--- src/sv/mau_pkg.sv ---
// ----------------------------------------------------------------------------
// mau_pkg
// Shared widths, command codes and datapath command/status types.
// ----------------------------------------------------------------------------
package mau_pkg;
	localparam int MOD_WIDTH = 31;
	localparam int CMD_WIDTH = 3;
	localparam int EXP_WIDTH = 64;
	localparam int EXP_CNT_WIDTH = $clog2(EXP_WIDTH + 1);
	localparam int BIT_CNT_WIDTH = $clog2(MOD_WIDTH + 1);
	localparam logic [MOD_WIDTH-1:0] MODULUS_RESET = MOD_WIDTH'(1000000007);

	localparam logic [CMD_WIDTH-1:0] CMD_ADD = 3'd0;
	localparam logic [CMD_WIDTH-1:0] CMD_SUB = 3'd1;
	localparam logic [CMD_WIDTH-1:0] CMD_MUL = 3'd2;
	localparam logic [CMD_WIDTH-1:0] CMD_DIV = 3'd3;
	localparam logic [CMD_WIDTH-1:0] CMD_POW = 3'd4;
	localparam logic [CMD_WIDTH-1:0] CMD_NEG = 3'd5;

	// Datapath operations requested by the controller.
	localparam logic [3:0] OP_NONE     = 4'd0;
	localparam logic [3:0] OP_LOAD     = 4'd1;  // capture operands, start reducing a and b
	localparam logic [3:0] OP_RED_STEP = 4'd2;  // one bit of reduction of a and b
	localparam logic [3:0] OP_SIMPLE   = 4'd3;  // add, sub, neg, invalid into result
	localparam logic [3:0] OP_MUL_INIT = 4'd4;  // start multiply x*y
	localparam logic [3:0] OP_MUL_STEP = 4'd5;  // one bit of the multiply
	localparam logic [3:0] OP_EUC_INIT = 4'd6;
	localparam logic [3:0] OP_EUC_STEP = 4'd7;
	localparam logic [3:0] OP_EUC_FIN  = 4'd8;
	localparam logic [3:0] OP_POW_INIT = 4'd9;
	localparam logic [3:0] OP_MUL_DONE = 4'd10; // write product to its target

	typedef struct packed {
		logic [3:0] op;
		logic [1:0] mul_sel;  // multiply operand/target selection
	} mau_cmd_t;

	localparam logic [1:0] MSEL_AB   = 2'd0;  // res = a*b
	localparam logic [1:0] MSEL_AINV = 2'd1;  // res = a*inv
	localparam logic [1:0] MSEL_RB   = 2'd2;  // res = res*base
	localparam logic [1:0] MSEL_BB   = 2'd3;  // base = base*base

	typedef struct packed {
		logic red_done;
		logic mul_done;
		logic euc_done;
		logic exp_zero;
		logic exp_bit;
		logic mod_zero;
	} mau_sts_t;
endpackage

--- src/sv/mau_if.sv ---
// ----------------------------------------------------------------------------
// mau_in_if / mau_out_if
// Valid/ready channels carrying the input word and the result word.
// ----------------------------------------------------------------------------
interface mau_in_if;
	import mau_pkg::*;
	logic                 valid;
	logic                 ready;
	logic [CMD_WIDTH-1:0] command;
	logic [MOD_WIDTH-1:0] operand_a;
	logic [MOD_WIDTH-1:0] operand_b;
	logic [EXP_WIDTH-1:0] exponent;
	modport source (output valid, command, operand_a, operand_b, exponent, input ready);
	modport sink (input valid, command, operand_a, operand_b, exponent, output ready);
endinterface

interface mau_out_if;
	import mau_pkg::*;
	logic                 valid;
	logic                 ready;
	logic [MOD_WIDTH-1:0] result;
	modport source (output valid, result, input ready);
	modport sink (input valid, result, output ready);
endinterface

--- src/sv/mau_datapath.sv ---
// ----------------------------------------------------------------------------
// mau_datapath
// Operand registers, bit-serial reducer and multiplier, Euclid step unit.
// ----------------------------------------------------------------------------
module mau_datapath (
	input  logic                          clk,
	input  mau_pkg::mau_cmd_t             cmd,
	input  logic [mau_pkg::MOD_WIDTH-1:0] modulus,
	input  logic [mau_pkg::MOD_WIDTH-1:0] in_a,
	input  logic [mau_pkg::MOD_WIDTH-1:0] in_b,
	input  logic [mau_pkg::CMD_WIDTH-1:0] in_command,
	input  logic [mau_pkg::EXP_WIDTH-1:0] in_exponent,
	output mau_pkg::mau_sts_t             sts,
	output logic [mau_pkg::MOD_WIDTH-1:0] result
);
	import mau_pkg::*;

	localparam int W = MOD_WIDTH;

	logic [W-1:0]         a_q, b_q, res_q, base_q, inv_q;
	logic [W-1:0]         ra_q, rb_q;      // reduction remainders
	logic [W-1:0]         sa_q, sb_q;      // raw operands being shifted in
	logic [BIT_CNT_WIDTH-1:0] cnt_q;
	logic [EXP_WIDTH-1:0] exp_q;
	logic [CMD_WIDTH-1:0] opc_q;
	// multiplier
	logic [W-1:0]         mx_q, my_q, macc_q;
	// Euclid: the Bezout coefficients never exceed the modulus in magnitude,
	// so one sign bit above the modulus width is enough to hold them.
	logic signed [W+1:0]  ea_q, eb_q;
	logic signed [W+1:0]  eu_q, ev_q;
	// Quotient times ev, built up one quotient bit at a time during the divide.
	logic signed [W+1:0]  pv_q;
	logic signed [W+1:0]  rem_q, div_q;
	logic [W-1:0]         quo_q;
	logic                 div_busy_q;

	// Shift-in of one bit into a remainder with conditional subtract.
	function automatic logic [W-1:0] red_bit(input logic [W-1:0] r, input logic bit_in,
			input logic [W-1:0] m);
		logic [W:0] t;
		t = {r, bit_in};
		if (t >= {1'b0, m}) t = t - {1'b0, m};
		return t[W-1:0];
	endfunction

	// Modular doubling plus optional addend, both below m.
	logic [W:0] dbl, dbl_r, addv, addv_r;
	always_comb begin
		dbl   = {macc_q, 1'b0};
		dbl_r = (dbl >= {1'b0, modulus}) ? dbl - {1'b0, modulus} : dbl;
		addv  = dbl_r + (mx_q[W-1] ? {1'b0, my_q} : '0);
		addv_r = (addv >= {1'b0, modulus}) ? addv - {1'b0, modulus} : addv;
	end

	// Signed long-division step for Euclid quotient (values nonnegative here).
	logic signed [W+2:0] rtry;
	assign rtry = {rem_q[W:0], quo_q[W-1]} - {1'b0, div_q};

	logic [W:0] sum_ab, sub_ab;
	assign sum_ab = {1'b0, a_q} + {1'b0, b_q};
	assign sub_ab = {1'b0, a_q} + {1'b0, modulus} - {1'b0, b_q};

	logic signed [W+1:0] mod_s;
	assign mod_s = signed'({2'b00, modulus});

	always_ff @(posedge clk) begin
		case (cmd.op)
			OP_LOAD: begin
				sa_q  <= in_a;
				sb_q  <= in_b;
				ra_q  <= '0;
				rb_q  <= '0;
				cnt_q <= '0;
				exp_q <= in_exponent;
				opc_q <= in_command;
			end
			OP_RED_STEP: begin
				ra_q  <= red_bit(ra_q, sa_q[W-1], modulus);
				rb_q  <= red_bit(rb_q, sb_q[W-1], modulus);
				sa_q  <= {sa_q[W-2:0], 1'b0};
				sb_q  <= {sb_q[W-2:0], 1'b0};
				cnt_q <= cnt_q + 1'b1;
				if (cnt_q == BIT_CNT_WIDTH'(W - 1)) begin
					a_q <= red_bit(ra_q, sa_q[W-1], modulus);
					b_q <= red_bit(rb_q, sb_q[W-1], modulus);
				end
			end
			OP_SIMPLE: begin
				case (opc_q)
					CMD_ADD: res_q <= (sum_ab >= {1'b0, modulus}) ?
						W'(sum_ab - {1'b0, modulus}) : W'(sum_ab);
					CMD_SUB: res_q <= (sub_ab >= {1'b0, modulus}) ?
						W'(sub_ab - {1'b0, modulus}) : W'(sub_ab);
					CMD_NEG: res_q <= (a_q == '0) ? '0 : modulus - a_q;
					default: res_q <= '0;
				endcase
			end
			OP_MUL_INIT: begin
				case (cmd.mul_sel)
					MSEL_AB:   begin mx_q <= a_q;   my_q <= b_q;    end
					MSEL_AINV: begin mx_q <= a_q;   my_q <= inv_q;  end
					MSEL_RB:   begin mx_q <= res_q; my_q <= base_q; end
					default:   begin mx_q <= base_q; my_q <= base_q; end
				endcase
				macc_q <= '0;
				cnt_q  <= '0;
			end
			OP_MUL_STEP: begin
				macc_q <= addv_r[W-1:0];
				mx_q   <= {mx_q[W-2:0], 1'b0};
				cnt_q  <= cnt_q + 1'b1;
			end
			OP_MUL_DONE: begin
				if (cmd.mul_sel == MSEL_BB) begin
					base_q <= macc_q;
					exp_q  <= {1'b0, exp_q[EXP_WIDTH-1:1]};
				end else begin
					res_q <= macc_q;
				end
			end
			OP_POW_INIT: begin
				base_q <= a_q;
				res_q  <= (modulus == W'(1)) ? '0 : W'(1);
			end
			OP_EUC_INIT: begin
				ea_q <= (W+2)'(b_q);
				eb_q <= (W+2)'(modulus);
				eu_q <= (W+2)'(1);
				ev_q <= '0;
				div_busy_q <= 1'b0;
			end
			OP_EUC_STEP: begin
				if (!div_busy_q) begin
					if (eb_q != 0) begin
						quo_q <= ea_q[W-1:0];
						rem_q <= '0;
						div_q <= eb_q;
						pv_q  <= '0;
						cnt_q <= '0;
						div_busy_q <= 1'b1;
					end
				end else if (cnt_q != BIT_CNT_WIDTH'(W)) begin
					// Quotient bits arrive most significant first, so the
					// product with ev is accumulated by shift and add.
					if (rtry >= 0) begin
						rem_q <= rtry[W+1:0];
						quo_q <= {quo_q[W-2:0], 1'b1};
						pv_q  <= (pv_q <<< 1) + ev_q;
					end else begin
						rem_q <= {rem_q[W:0], quo_q[W-1]};
						quo_q <= {quo_q[W-2:0], 1'b0};
						pv_q  <= pv_q <<< 1;
					end
					cnt_q <= cnt_q + 1'b1;
				end else begin
					ea_q <= eb_q;
					eb_q <= rem_q;
					eu_q <= ev_q;
					ev_q <= eu_q - pv_q;
					div_busy_q <= 1'b0;
				end
			end
			OP_EUC_FIN: begin
				// The final coefficient lies strictly inside plus or minus the
				// modulus, so one conditional add brings it into range.
				inv_q <= (eu_q < 0) ? W'(eu_q + mod_s) : W'(eu_q);
			end
			default: ;
		endcase
	end

	always_comb begin
		sts.red_done = (cnt_q == BIT_CNT_WIDTH'(W - 1));
		sts.mul_done = (cnt_q == BIT_CNT_WIDTH'(W - 1));
		sts.euc_done = (eb_q == 0) && !div_busy_q;
		sts.exp_zero = (exp_q == '0);
		sts.exp_bit  = exp_q[0];
		sts.mod_zero = (modulus == '0);
	end
	assign result = res_q;
endmodule

--- src/sv/mau_ctrl.sv ---
// ----------------------------------------------------------------------------
// mau_ctrl
// Sequencer: steps the datapath through reduction and the selected command.
// ----------------------------------------------------------------------------
module mau_ctrl (
	input  logic                          clk,
	input  logic                          arst_n,
	input  logic                          in_valid,
	output logic                          in_ready,
	input  logic [mau_pkg::CMD_WIDTH-1:0] in_command,
	output logic                          out_valid,
	input  logic                          out_ready,
	input  mau_pkg::mau_sts_t             sts,
	output mau_pkg::mau_cmd_t             cmd,
	output logic                          zero_out
);
	import mau_pkg::*;

	localparam logic [3:0] S_IDLE = 4'd0;
	localparam logic [3:0] S_RED  = 4'd1;
	localparam logic [3:0] S_DISP = 4'd2;
	localparam logic [3:0] S_MINI = 4'd3;
	localparam logic [3:0] S_MSTP = 4'd4;
	localparam logic [3:0] S_MDON = 4'd5;
	localparam logic [3:0] S_EINI = 4'd6;
	localparam logic [3:0] S_ESTP = 4'd7;
	localparam logic [3:0] S_EFIN = 4'd8;
	localparam logic [3:0] S_PINI = 4'd9;
	localparam logic [3:0] S_PCHK = 4'd10;
	localparam logic [3:0] S_DONE = 4'd11;

	logic [3:0]           state_q, state_d;
	logic [CMD_WIDTH-1:0] opc_q;
	logic [1:0]           msel_q, msel_d;
	logic                 zero_q, zero_d;

	assign in_ready  = (state_q == S_IDLE) || (state_q == S_DONE && out_ready);
	assign out_valid = (state_q == S_DONE);
	assign zero_out  = zero_q;

	always_comb begin
		state_d = state_q;
		msel_d  = msel_q;
		zero_d  = zero_q;
		cmd.op  = OP_NONE;
		cmd.mul_sel = msel_q;
		case (state_q)
			S_IDLE, S_DONE: begin
				if (in_valid && in_ready) begin
					cmd.op  = OP_LOAD;
					zero_d  = sts.mod_zero;
					state_d = S_RED;
				end else if (state_q == S_DONE && out_ready) begin
					state_d = S_IDLE;
				end
			end
			S_RED: begin
				cmd.op = OP_RED_STEP;
				if (sts.red_done) state_d = S_DISP;
			end
			S_DISP: begin
				if (zero_q) begin
					state_d = S_DONE;
				end else begin
					case (opc_q)
						CMD_MUL: begin msel_d = MSEL_AB; state_d = S_MINI; end
						CMD_DIV: state_d = S_EINI;
						CMD_POW: state_d = S_PINI;
						default: begin cmd.op = OP_SIMPLE; state_d = S_DONE; end
					endcase
				end
			end
			S_MINI: begin
				cmd.op  = OP_MUL_INIT;
				state_d = S_MSTP;
			end
			S_MSTP: begin
				cmd.op = OP_MUL_STEP;
				if (sts.mul_done) state_d = S_MDON;
			end
			S_MDON: begin
				cmd.op = OP_MUL_DONE;
				if (opc_q == CMD_POW) begin
					if (msel_q == MSEL_RB) begin
						msel_d  = MSEL_BB;
						state_d = S_MINI;
					end else begin
						state_d = S_PCHK;
					end
				end else begin
					state_d = S_DONE;
				end
			end
			S_EINI: begin
				cmd.op  = OP_EUC_INIT;
				state_d = S_ESTP;
			end
			S_ESTP: begin
				cmd.op = OP_EUC_STEP;
				if (sts.euc_done) state_d = S_EFIN;
			end
			S_EFIN: begin
				cmd.op  = OP_EUC_FIN;
				msel_d  = MSEL_AINV;
				state_d = S_MINI;
			end
			S_PINI: begin
				cmd.op  = OP_POW_INIT;
				state_d = S_PCHK;
			end
			S_PCHK: begin
				if (sts.exp_zero) begin
					state_d = S_DONE;
				end else begin
					msel_d  = sts.exp_bit ? MSEL_RB : MSEL_BB;
					state_d = S_MINI;
				end
			end
			default: state_d = S_IDLE;
		endcase
	end

	always_ff @(posedge clk or negedge arst_n) begin
		if (!arst_n) begin
			state_q <= S_IDLE;
			msel_q  <= MSEL_AB;
			zero_q  <= 1'b0;
			opc_q   <= CMD_ADD;
		end else begin
			state_q <= state_d;
			msel_q  <= msel_d;
			zero_q  <= zero_d;
			if (cmd.op == OP_LOAD) opc_q <= in_command;
		end
	end
endmodule

--- src/sv/modular_arith_unit.sv ---
// ----------------------------------------------------------------------------
// modular_arith_unit
// Modular add, subtract, multiply, divide, power and negate over a
// programmable modulus.
// ----------------------------------------------------------------------------
// One word is worked on at a time. Both operands are first reduced bit
// serially. Add, subtract and negate then finish in the dispatch step. A
// multiply is a shift-and-add loop. Divide runs the extended Euclidean
// algorithm with a serial divider, roughly 45 quotients at most, followed
// by one multiply. Power runs up to 64 rounds of one or two multiplies.
// The result word stays valid until it is taken, and the next input word
// is accepted in the same cycle. A modulus of zero makes every result
// zero. The modulus register may be written only while no word is in
// flight.
module modular_arith_unit (
	input  logic                          clk,
	input  logic                          arst_n,
	input  logic                          cfg_we,
	input  logic [mau_pkg::MOD_WIDTH-1:0] cfg_wdata,
	mau_in_if.sink                        in_ch,
	mau_out_if.source                     out_ch
);
	import mau_pkg::*;

	logic [MOD_WIDTH-1:0] modulus_q;
	logic [MOD_WIDTH-1:0] dp_result;
	mau_cmd_t             cmd;
	mau_sts_t             sts;
	logic                 zero_res;

	// The modulus register.
	always_ff @(posedge clk or negedge arst_n) begin
		if (!arst_n) begin
			modulus_q <= MODULUS_RESET;
		end else if (cfg_we) begin
			modulus_q <= cfg_wdata;
		end
	end

	mau_ctrl u_ctrl (
		.clk        (clk),
		.arst_n     (arst_n),
		.in_valid   (in_ch.valid),
		.in_ready   (in_ch.ready),
		.in_command (in_ch.command),
		.out_valid  (out_ch.valid),
		.out_ready  (out_ch.ready),
		.sts        (sts),
		.cmd        (cmd),
		.zero_out   (zero_res)
	);

	mau_datapath u_dp (
		.clk         (clk),
		.cmd         (cmd),
		.modulus     (modulus_q),
		.in_a        (in_ch.operand_a),
		.in_b        (in_ch.operand_b),
		.in_command  (in_ch.command),
		.in_exponent (in_ch.exponent),
		.sts         (sts),
		.result      (dp_result)
	);

	// With a zero modulus the result is forced to zero.
	assign out_ch.result = zero_res ? '0 : dp_result;
endmodule

--- src/flat_wrapper.sv ---
// flat-port wrapper written by rule: the top's interface ports become plain ports
module modular_arith_unit_flat import mau_pkg::*;
  (clk, arst_n, cfg_we, cfg_wdata, in_ch_valid, in_ch_command, in_ch_operand_a, in_ch_operand_b, in_ch_exponent, in_ch_ready, out_ch_valid, out_ch_result, out_ch_ready);
  mau_in_if in_ch_i ();
  mau_out_if out_ch_i ();
  input  logic clk;
  input  logic arst_n;
  input  logic cfg_we;
  input  logic [mau_pkg::MOD_WIDTH-1:0] cfg_wdata;
  input wire logic [$bits(in_ch_i.valid)-1:0] in_ch_valid;
  input wire logic [$bits(in_ch_i.command)-1:0] in_ch_command;
  input wire logic [$bits(in_ch_i.operand_a)-1:0] in_ch_operand_a;
  input wire logic [$bits(in_ch_i.operand_b)-1:0] in_ch_operand_b;
  input wire logic [$bits(in_ch_i.exponent)-1:0] in_ch_exponent;
  output wire logic [$bits(in_ch_i.ready)-1:0] in_ch_ready;
  output wire logic [$bits(out_ch_i.valid)-1:0] out_ch_valid;
  output wire logic [$bits(out_ch_i.result)-1:0] out_ch_result;
  input wire logic [$bits(out_ch_i.ready)-1:0] out_ch_ready;
  assign in_ch_i.valid = in_ch_valid;
  assign in_ch_i.command = in_ch_command;
  assign in_ch_i.operand_a = in_ch_operand_a;
  assign in_ch_i.operand_b = in_ch_operand_b;
  assign in_ch_i.exponent = in_ch_exponent;
  assign in_ch_ready = in_ch_i.ready;
  assign out_ch_valid = out_ch_i.valid;
  assign out_ch_result = out_ch_i.result;
  assign out_ch_i.ready = out_ch_ready;
  modular_arith_unit u_core (.clk(clk), .arst_n(arst_n), .cfg_we(cfg_we), .cfg_wdata(cfg_wdata), .in_ch(in_ch_i), .out_ch(out_ch_i));
endmodule
--- config.mk ---
export PLATFORM = sky130hd
export DESIGN_NAME = modular_arith_unit_flat
export DESIGN_NICKNAME = d
export VERILOG_FILES = /design/src/sv/mau_pkg.sv /design/src/sv/mau_if.sv /design/src/sv/mau_datapath.sv /design/src/sv/mau_ctrl.sv /design/src/sv/modular_arith_unit.sv /design/src/flat_wrapper.sv
export SDC_FILE = /design/constraint.sdc
export NUM_CORES = 2
export LEC_CHECK = 0
export BUFFER_PORTS_ARGS = -buffer_cell sky130_fd_sc_hd__clkbuf_2
export CORE_ASPECT_RATIO = 0.9
export CORE_MARGIN = 2
export CORE_UTILIZATION = 60
export DETAILED_ROUTE_END_ITERATION = 6
export GPL_TIMING_DRIVEN = 1
export PLACE_DENSITY = 0.78
export REMOVE_ABC_BUFFERS = 1
export SLEW_MARGIN = 20
export SYNTH_ARGS = -nofsm -noshare
export SYNTH_HDL_FRONTEND = slang
export SYNTH_SLANG_ARGS = --single-unit
--- constraint.sdc ---
create_clock -name clk -period 10.3 [get_ports clk]
set_input_delay 1.545 -clock clk [delete_from_list [all_inputs] [get_ports clk]]
set_output_delay 1.545 -clock clk [all_outputs]
set_load 0.03 [all_outputs]
Word-level counts from Yosys, hierarchy flattened

Cells that the tools add are included.

Bits in registers: 746
Input port bits: 165
Word-level logic and storage cells: 219
Output and inout port bits: 33

Mux-type cells: 79
Bitwise gates (word level): 1
$add $sub $neg: 16
Magnitude comparators: 8
Reductions and logical operators: 38
Eq/ne operators: 48

Operators with widths:

| cell                  | number |
|---|---|
| $pmux W31 S2          | 10 |
| $mux W31              | 16 |
| $mux W33              | 13 |
| $pmux W33 S2          | 3 |
| $ge A32 B31 Y1        | 6 |
| $pmux W31 S3          | 2 |
| $sub A31 B31 Y31      | 6 |
| $pmux W64 S2          | 1 |
| $add A31 B31 Y32      | 2 |
| $logic_not A64 Y1     | 1 |
| $mux W64              | 1 |
| $sub A32 B31 Y32      | 2 |
| $logic_not A31 Y1     | 2 |
| $pmux W4 S11          | 1 |
| $pmux W4 S10          | 1 |
| $mux W4               | 9 |
| $ge A34 B1 Y1 const B | 1 |
| $sub A33 B33 Y34      | 1 |
| $add A33 B33 Y33      | 1 |
| $logic_not A33 Y1     | 1 |
| $lt A33 B1 Y1 const B | 1 |
| $reduce_bool A33 Y1   | 1 |
| $sub A33 B33 Y33      | 1 |
| $add A32 B31 Y32      | 1 |
| other kinds (41)      | 106 |

Logic depth before layout (Yosys ltp)

Word-level depth: 10
Gate-level depth with buffers: 37
Gate-level depth less buffers: 34

By module

A second synthesis with hierarchy kept.

Cells, all modules: 5785
Area total of the unflattened synthesis: 55550.8 um^2

By module, submodules not included:

| module             | area an instance (um^2) | cells an instance | times used |
|---|---|---|---|
| mau_datapath       | 53301.1                 | 5587              | 1 |
| modular_arith_unit | 1402.6                  | 99                | 1 |
| mau_ctrl           | 847.1                   | 99                | 1 |

Worst setup path before layout

OpenSTA, ideal clock, no wires.

Path type: flip-flop to flip-flop
Start point: register u_core.u_ctrl.state_q[1]
End point: register u_core.u_dp.ea_q[0], enable pin
Required time: 9.638 ns
Buffers on the path: 2
Stages on the path, launching flop included: 5
Clock period less this slack: 7.889 ns
Library setup time: 0.662 ns
Setup slack: 2.411 ns
Data arrival time: 7.228 ns
Path through: dfrtp_1 clkbuf_1 clkbuf_1 nand2_1 a21oi_1

Longest elaborated chain between the ends: 9

RTL lines:

| element                                                             | line                           | text |
|---|---|---|
| from (decl)                                                         | mau_ctrl.sv:32                 | `logic [3:0] state_q, state_d;` |
| from (signal assigned)                                              | mau_ctrl.sv:130                | `state_q <= state_d;` |
| $eq A4 B4 Y1                                                        | mau_ctrl.sv:37, mau_ctrl.sv:47 |  |
| $logic_and A1 B1 Y1                                                 | mau_ctrl.sv:37                 | `assign in_ready = (state_q == S_IDLE) \|\| (state_q == S_DONE && out_ready);` |
| $logic_or A1 B1 Y1                                                  | mau_ctrl.sv:37                 |  |
| $logic_and A1 B1 Y1                                                 | mau_ctrl.sv:49                 | `if (in_valid && in_ready) begin` |
| $mux W1                                                             | mau_ctrl.sv:49                 |  |
| $pmux W4 S10 (*)                                                    | mau_ctrl.sv:47                 | `case (state_q)` |
| $eq A4 B3 Y1                                                        | mau_datapath.sv:68             | `case (cmd.op)` |
| $ne A2 B2 Y1 (no source line) or $reduce_bool A2 Y1 (tied branches) | n/a                            |  |
| $reduce_and A3 Y1 (no source line) (*)                              | n/a                            |  |
| to (signal assigned)                                                | mau_datapath.sv:127            | `ea_q <= (W+2)'(b_q);` |
| to (signal assigned)                                                | mau_datapath.sv:157            | `ea_q <= eb_q;` |
| to (decl)                                                           | mau_datapath.sv:30             | `logic signed [W+1:0] ea_q, eb_q;` |

Every way passes the cells marked *; elsewhere a longest branch is shown, timed or not.
A chain may end at the register's enable or synchronous reset.

Final worst setup path

Start point: register u_core.modulus_q[0]
End point: register u_core.u_dp.macc_q[0], data pin

Longest elaborated chain between the ends: 6

RTL lines:

| element                                            | line                     | text |
|---|---|---|
| from (decl)                                        | modular_arith_unit.sv:25 | `logic [MOD_WIDTH-1:0] modulus_q;` |
| from (signal assigned)                             | modular_arith_unit.sv:36 | `modulus_q <= cfg_wdata;` |
| $sub A32 B31 Y32 or $ge A32 B31 Y1 (tied branches) | mau_datapath.sv:51       | `dbl_r = (dbl >= {1'b0, modulus}) ? dbl - {1'b0, modulus} : dbl;` |
| $mux W32                                           | mau_datapath.sv:51       |  |
| $add A32 B31 Y32                                   | mau_datapath.sv:52       | `addv = dbl_r + (mx_q[W-1] ? {1'b0, my_q} : '0);` |
| $sub A31 B31 Y31 or $ge A32 B31 Y1 (tied branches) | mau_datapath.sv:53       | `addv_r = (addv >= {1'b0, modulus}) ? addv - {1'b0, modulus} : addv;` |
| $mux W31 (*)                                       | mau_datapath.sv:53       |  |
| $pmux W31 S2 (*)                                   | mau_datapath.sv:68       |  |
| to (signal assigned)                               | mau_datapath.sv:110      | `macc_q <= addv_r[W-1:0];` |
| to (decl)                                          | mau_datapath.sv:27       | `logic [W-1:0] mx_q, my_q, macc_q;` |

Marked as above.

==> reports/metrics.yaml <==
finalSetupViolCount: 0
tightest_slew_ns: 1.14
switching_share_pct: 46.7
design_power_total_mw: 20.1
cts_resized: 0
fmax_ghz: 0.111
drv_slew: 0
crit_type: "reg -> reg"
multi_input_area_mm2: 0.0319
die_y_um: 294
pre_cts_ws_ns: 1.58
drive_above_1_share_pct: 10.2
nNetsFinal: 6874
via_per_inst: 6.33
hpwlAfterDp_um: 136000
fin_cells: 7510
drc: 0
finalSetupTns_ns: 0
io_buffers: 197
fillers: 7630
hold_buffers: 0
root_buffer: "clkbuf_16"
ir_drop_mv: 0.382
grt_start_max_net_pins: 107
htreeDepth: 3
p_seq_share_pct: 25.5
drt_wl_total_um: 177000
crit_family: "compound AO/OA/AOI/OAI gates"
cts_sinks: 746
hold_viol: 0
die_w_um: 326
placed_cells: 7353
seqCellArea_mm2: 0.0222
holdWs_ns: 0.488
final_cell_area_mm2: 0.0614
crit_fanout: 33
postPlaceCellArea_mm2: 0.0586
floorplan.rows: 106
pin_count: 198
leakage_nw: 25.3
die_area_mm2: 0.0960
overflow: 0
gp_congestion: 1.03
clkTransAtPathRegs_ns: 0.06
synth_edf_count: 705
clkLatencyLatePin_ns: 0.68
skew_ns: 0.0407
ys_seq_area_share_pct: 39.6
synth_cells: 6032
antenna_found_initial: 8
hold_path.class: "reg -> reg"
cap_violations: 0
powerDensity_mw_per_mm2: 328
endpoint_kind: "register"
startpoint_type: "register"
path_buf_inv: 3
synth_area_mm2: 0.0561
drtIter0Drc: 5442
post-route-period-util_pct: 87.4
fin_util_pct: 66.1
comb_power_share_pct: 59.3
core-area_mm2: 0.0928
initial_utilization_pct: 60.4
crit_cells: 29
ys.flop_type: "edfxtp_1"
critical_path_arrival_ns: 9.41
relSlewSlack_pct: 23.4
required_ns: 10.71
internal_power_mw: 10.7
pwr-share-clk_pct: 15.2
period_needed_ns: 9.00
synth.avg_cell_area_um2: 9.30
area_growth_pct: 9.42
grt_pass1_vias: 43900
post_cts.repair.setup_buffers: 0
wl_per_cell_um: 23.6
synthArstFlopShare_pct: 5.50
status: "finished clean"
cts_buffers: 83
first_pass_iters: 6
p_switching_mw: 9.41
cts_tree: "built"
hold_depth: 0
reg2reg_depth: 29
grt_pass1_wl_um: 265000
vias: 47600
ant_nets: 0
cp_slowest_stage_delay_ns: 0.67
setup_slack_ns: 1.30
yosysUniqueCellTypes: 106
ys_warn_count: 0
rsz0062_at_grt: "no"
worst_path_max_delay_cell: "dfstp_2"
synth_seq_cells: 746
track_usage_pct: 36.1
cts.path.max_buffers: 3
==> state kept, by name, summed over array words and instances (netlist names), 33 cells and up <==
signal             cells
u_core.u_dp.eb_q      33
u_core.u_dp.rem_q     33
u_core.u_dp.ev_q      33
u_core.u_dp.eu_q      33
u_core.u_dp.exp_q     64
u_core.u_dp.div_q     33
u_core.u_dp.pv_q      33
==> placed cells by master (no fill, tap or decap), types with 32 or more instances in the layout <==
master,Yosys,routed
a211oi_1,45,45
mux2_2,114,114
nor2_1,272,268
o21a_1,60,60
inv_1,358,357
nand2_1,958,957
xor2_1,132,132
edfxtp_1,705,705
nor4_1,55,55
o211ai_1,39,39
mux2i_1,95,95
a21o_1,179,178
nor2b_1,93,93
and2_1,149,148
and3_1,44,44
o21bai_1,52,52
o21ai_1,35,36
clkbuf_2,0,197
nand3_1,120,120
clkbuf_16,0,85
a31oi_1,40,38
or3_1,33,32
a21oi_1,486,484
nor3_1,84,78
buf_4,2,85
xnor2_1,228,227
nand4_1,39,39
o21ai_0,487,484
nand2b_1,50,49
fa_1,44,44
ha_1,469,469
==> cell families after synthesis <==
| kind of cell | share of synthesized area, % |
|---|---|
| multiplexers | 4.02 |
| XOR/XNOR | 5.68 |
| adder cells (fa/ha/maj) | 12.0 |
| AND/OR/NAND/NOR | 16.3 |
| AO/OA/AOI/OAI | 18.5 |
| flip-flops | 39.6 |
| buffers and inverters | 3.92 |
==> metal layers <==
layer / GRT usage, % / up-vias / routed length (µm)
li1: - / 22200 / -
met1: 50.9 / 22700 / 75600
met2: 54.1 / 2249 / 77200
met3: 6.35 / 403 / 15100
met4: 16.9 / 4 / 9490
met5: 0 / - / 27
==> path summary, 6_finish.rpt <==
path | end | slack, ns | startpoint
setup reg to reg | u_core.u_dp.macc_q[0]$_SDFFCE_PN0P_ | 1.30 | u_core.modulus_q[0]$_DFFE_PN1P_
max in group asynchronous | u_core.modulus_q[21]$_DFFE_PN0P_ | 8.81 | arst_n
setup / recovery | u_core.u_dp.macc_q[0]$_SDFFCE_PN0P_ | 1.30 | u_core.modulus_q[0]$_DFFE_PN1P_
min in group asynchronous | u_core.u_ctrl.zero_out$_DFFE_PN0P_ | 0.97 | arst_n
hold / removal | u_core.u_dp.div_q[10]$_DFFE_PP_ | 0.49 | u_core.u_dp.eb_q[10]$_DFFE_PP_
hold reg to reg | u_core.u_dp.div_q[10]$_DFFE_PP_ | 0.49 | u_core.u_dp.eb_q[10]$_DFFE_PP_
==> synthesized netlist by cell type (95+ instances only) <==
| cell | n | area, µm² |
|---|---|---|
| edfxtp_1 | 705 | 21200 |
| mux2_2 | 114 | 1280 |
| and2_1 | 149 | 932 |
| o21ai_0 | 487 | 2440 |
| inv_1 | 358 | 1340 |
| a21oi_1 | 486 | 2430 |
| mux2i_1 | 95 | 951 |
| nand3_1 | 120 | 601 |
| xnor2_1 | 228 | 2000 |
| nand2_1 | 958 | 3600 |
| a21o_1 | 179 | 1340 |
| clkbuf_1 | 153 | 574 |
| ha_1 | 469 | 5870 |
| xor2_1 | 132 | 1160 |
| nor2_1 | 272 | 1020 |
==> power groups by stage <==
stage / logic, mW / clock network [mW] / registers [mW]
global placement: 11.4 / 0 / 5.14
detailed placement: 11.5 / 0 / 5.16
CTS: 11.6 / 3.09 / 5.11
floorplan: 8.53 / 0 / 5.02
finish: 11.9 / 3.07 / 5.13
global route: 13.0 / 3.20 / 5.18
==> layout make-up <==
type / count / area share [%]
multi-input cells: 4725 / 51.9
well taps: 1242 / 2.53
clock inverters: 38 / 0.697
clock buffers: 113 / 3.78
inverters: 358 / 2.19
flip-flops and latches: 746 / 36.2
repair buffers: 282 / 2.65
diodes: 6 / 0.0245
Power figures use the tool's default switching activity.
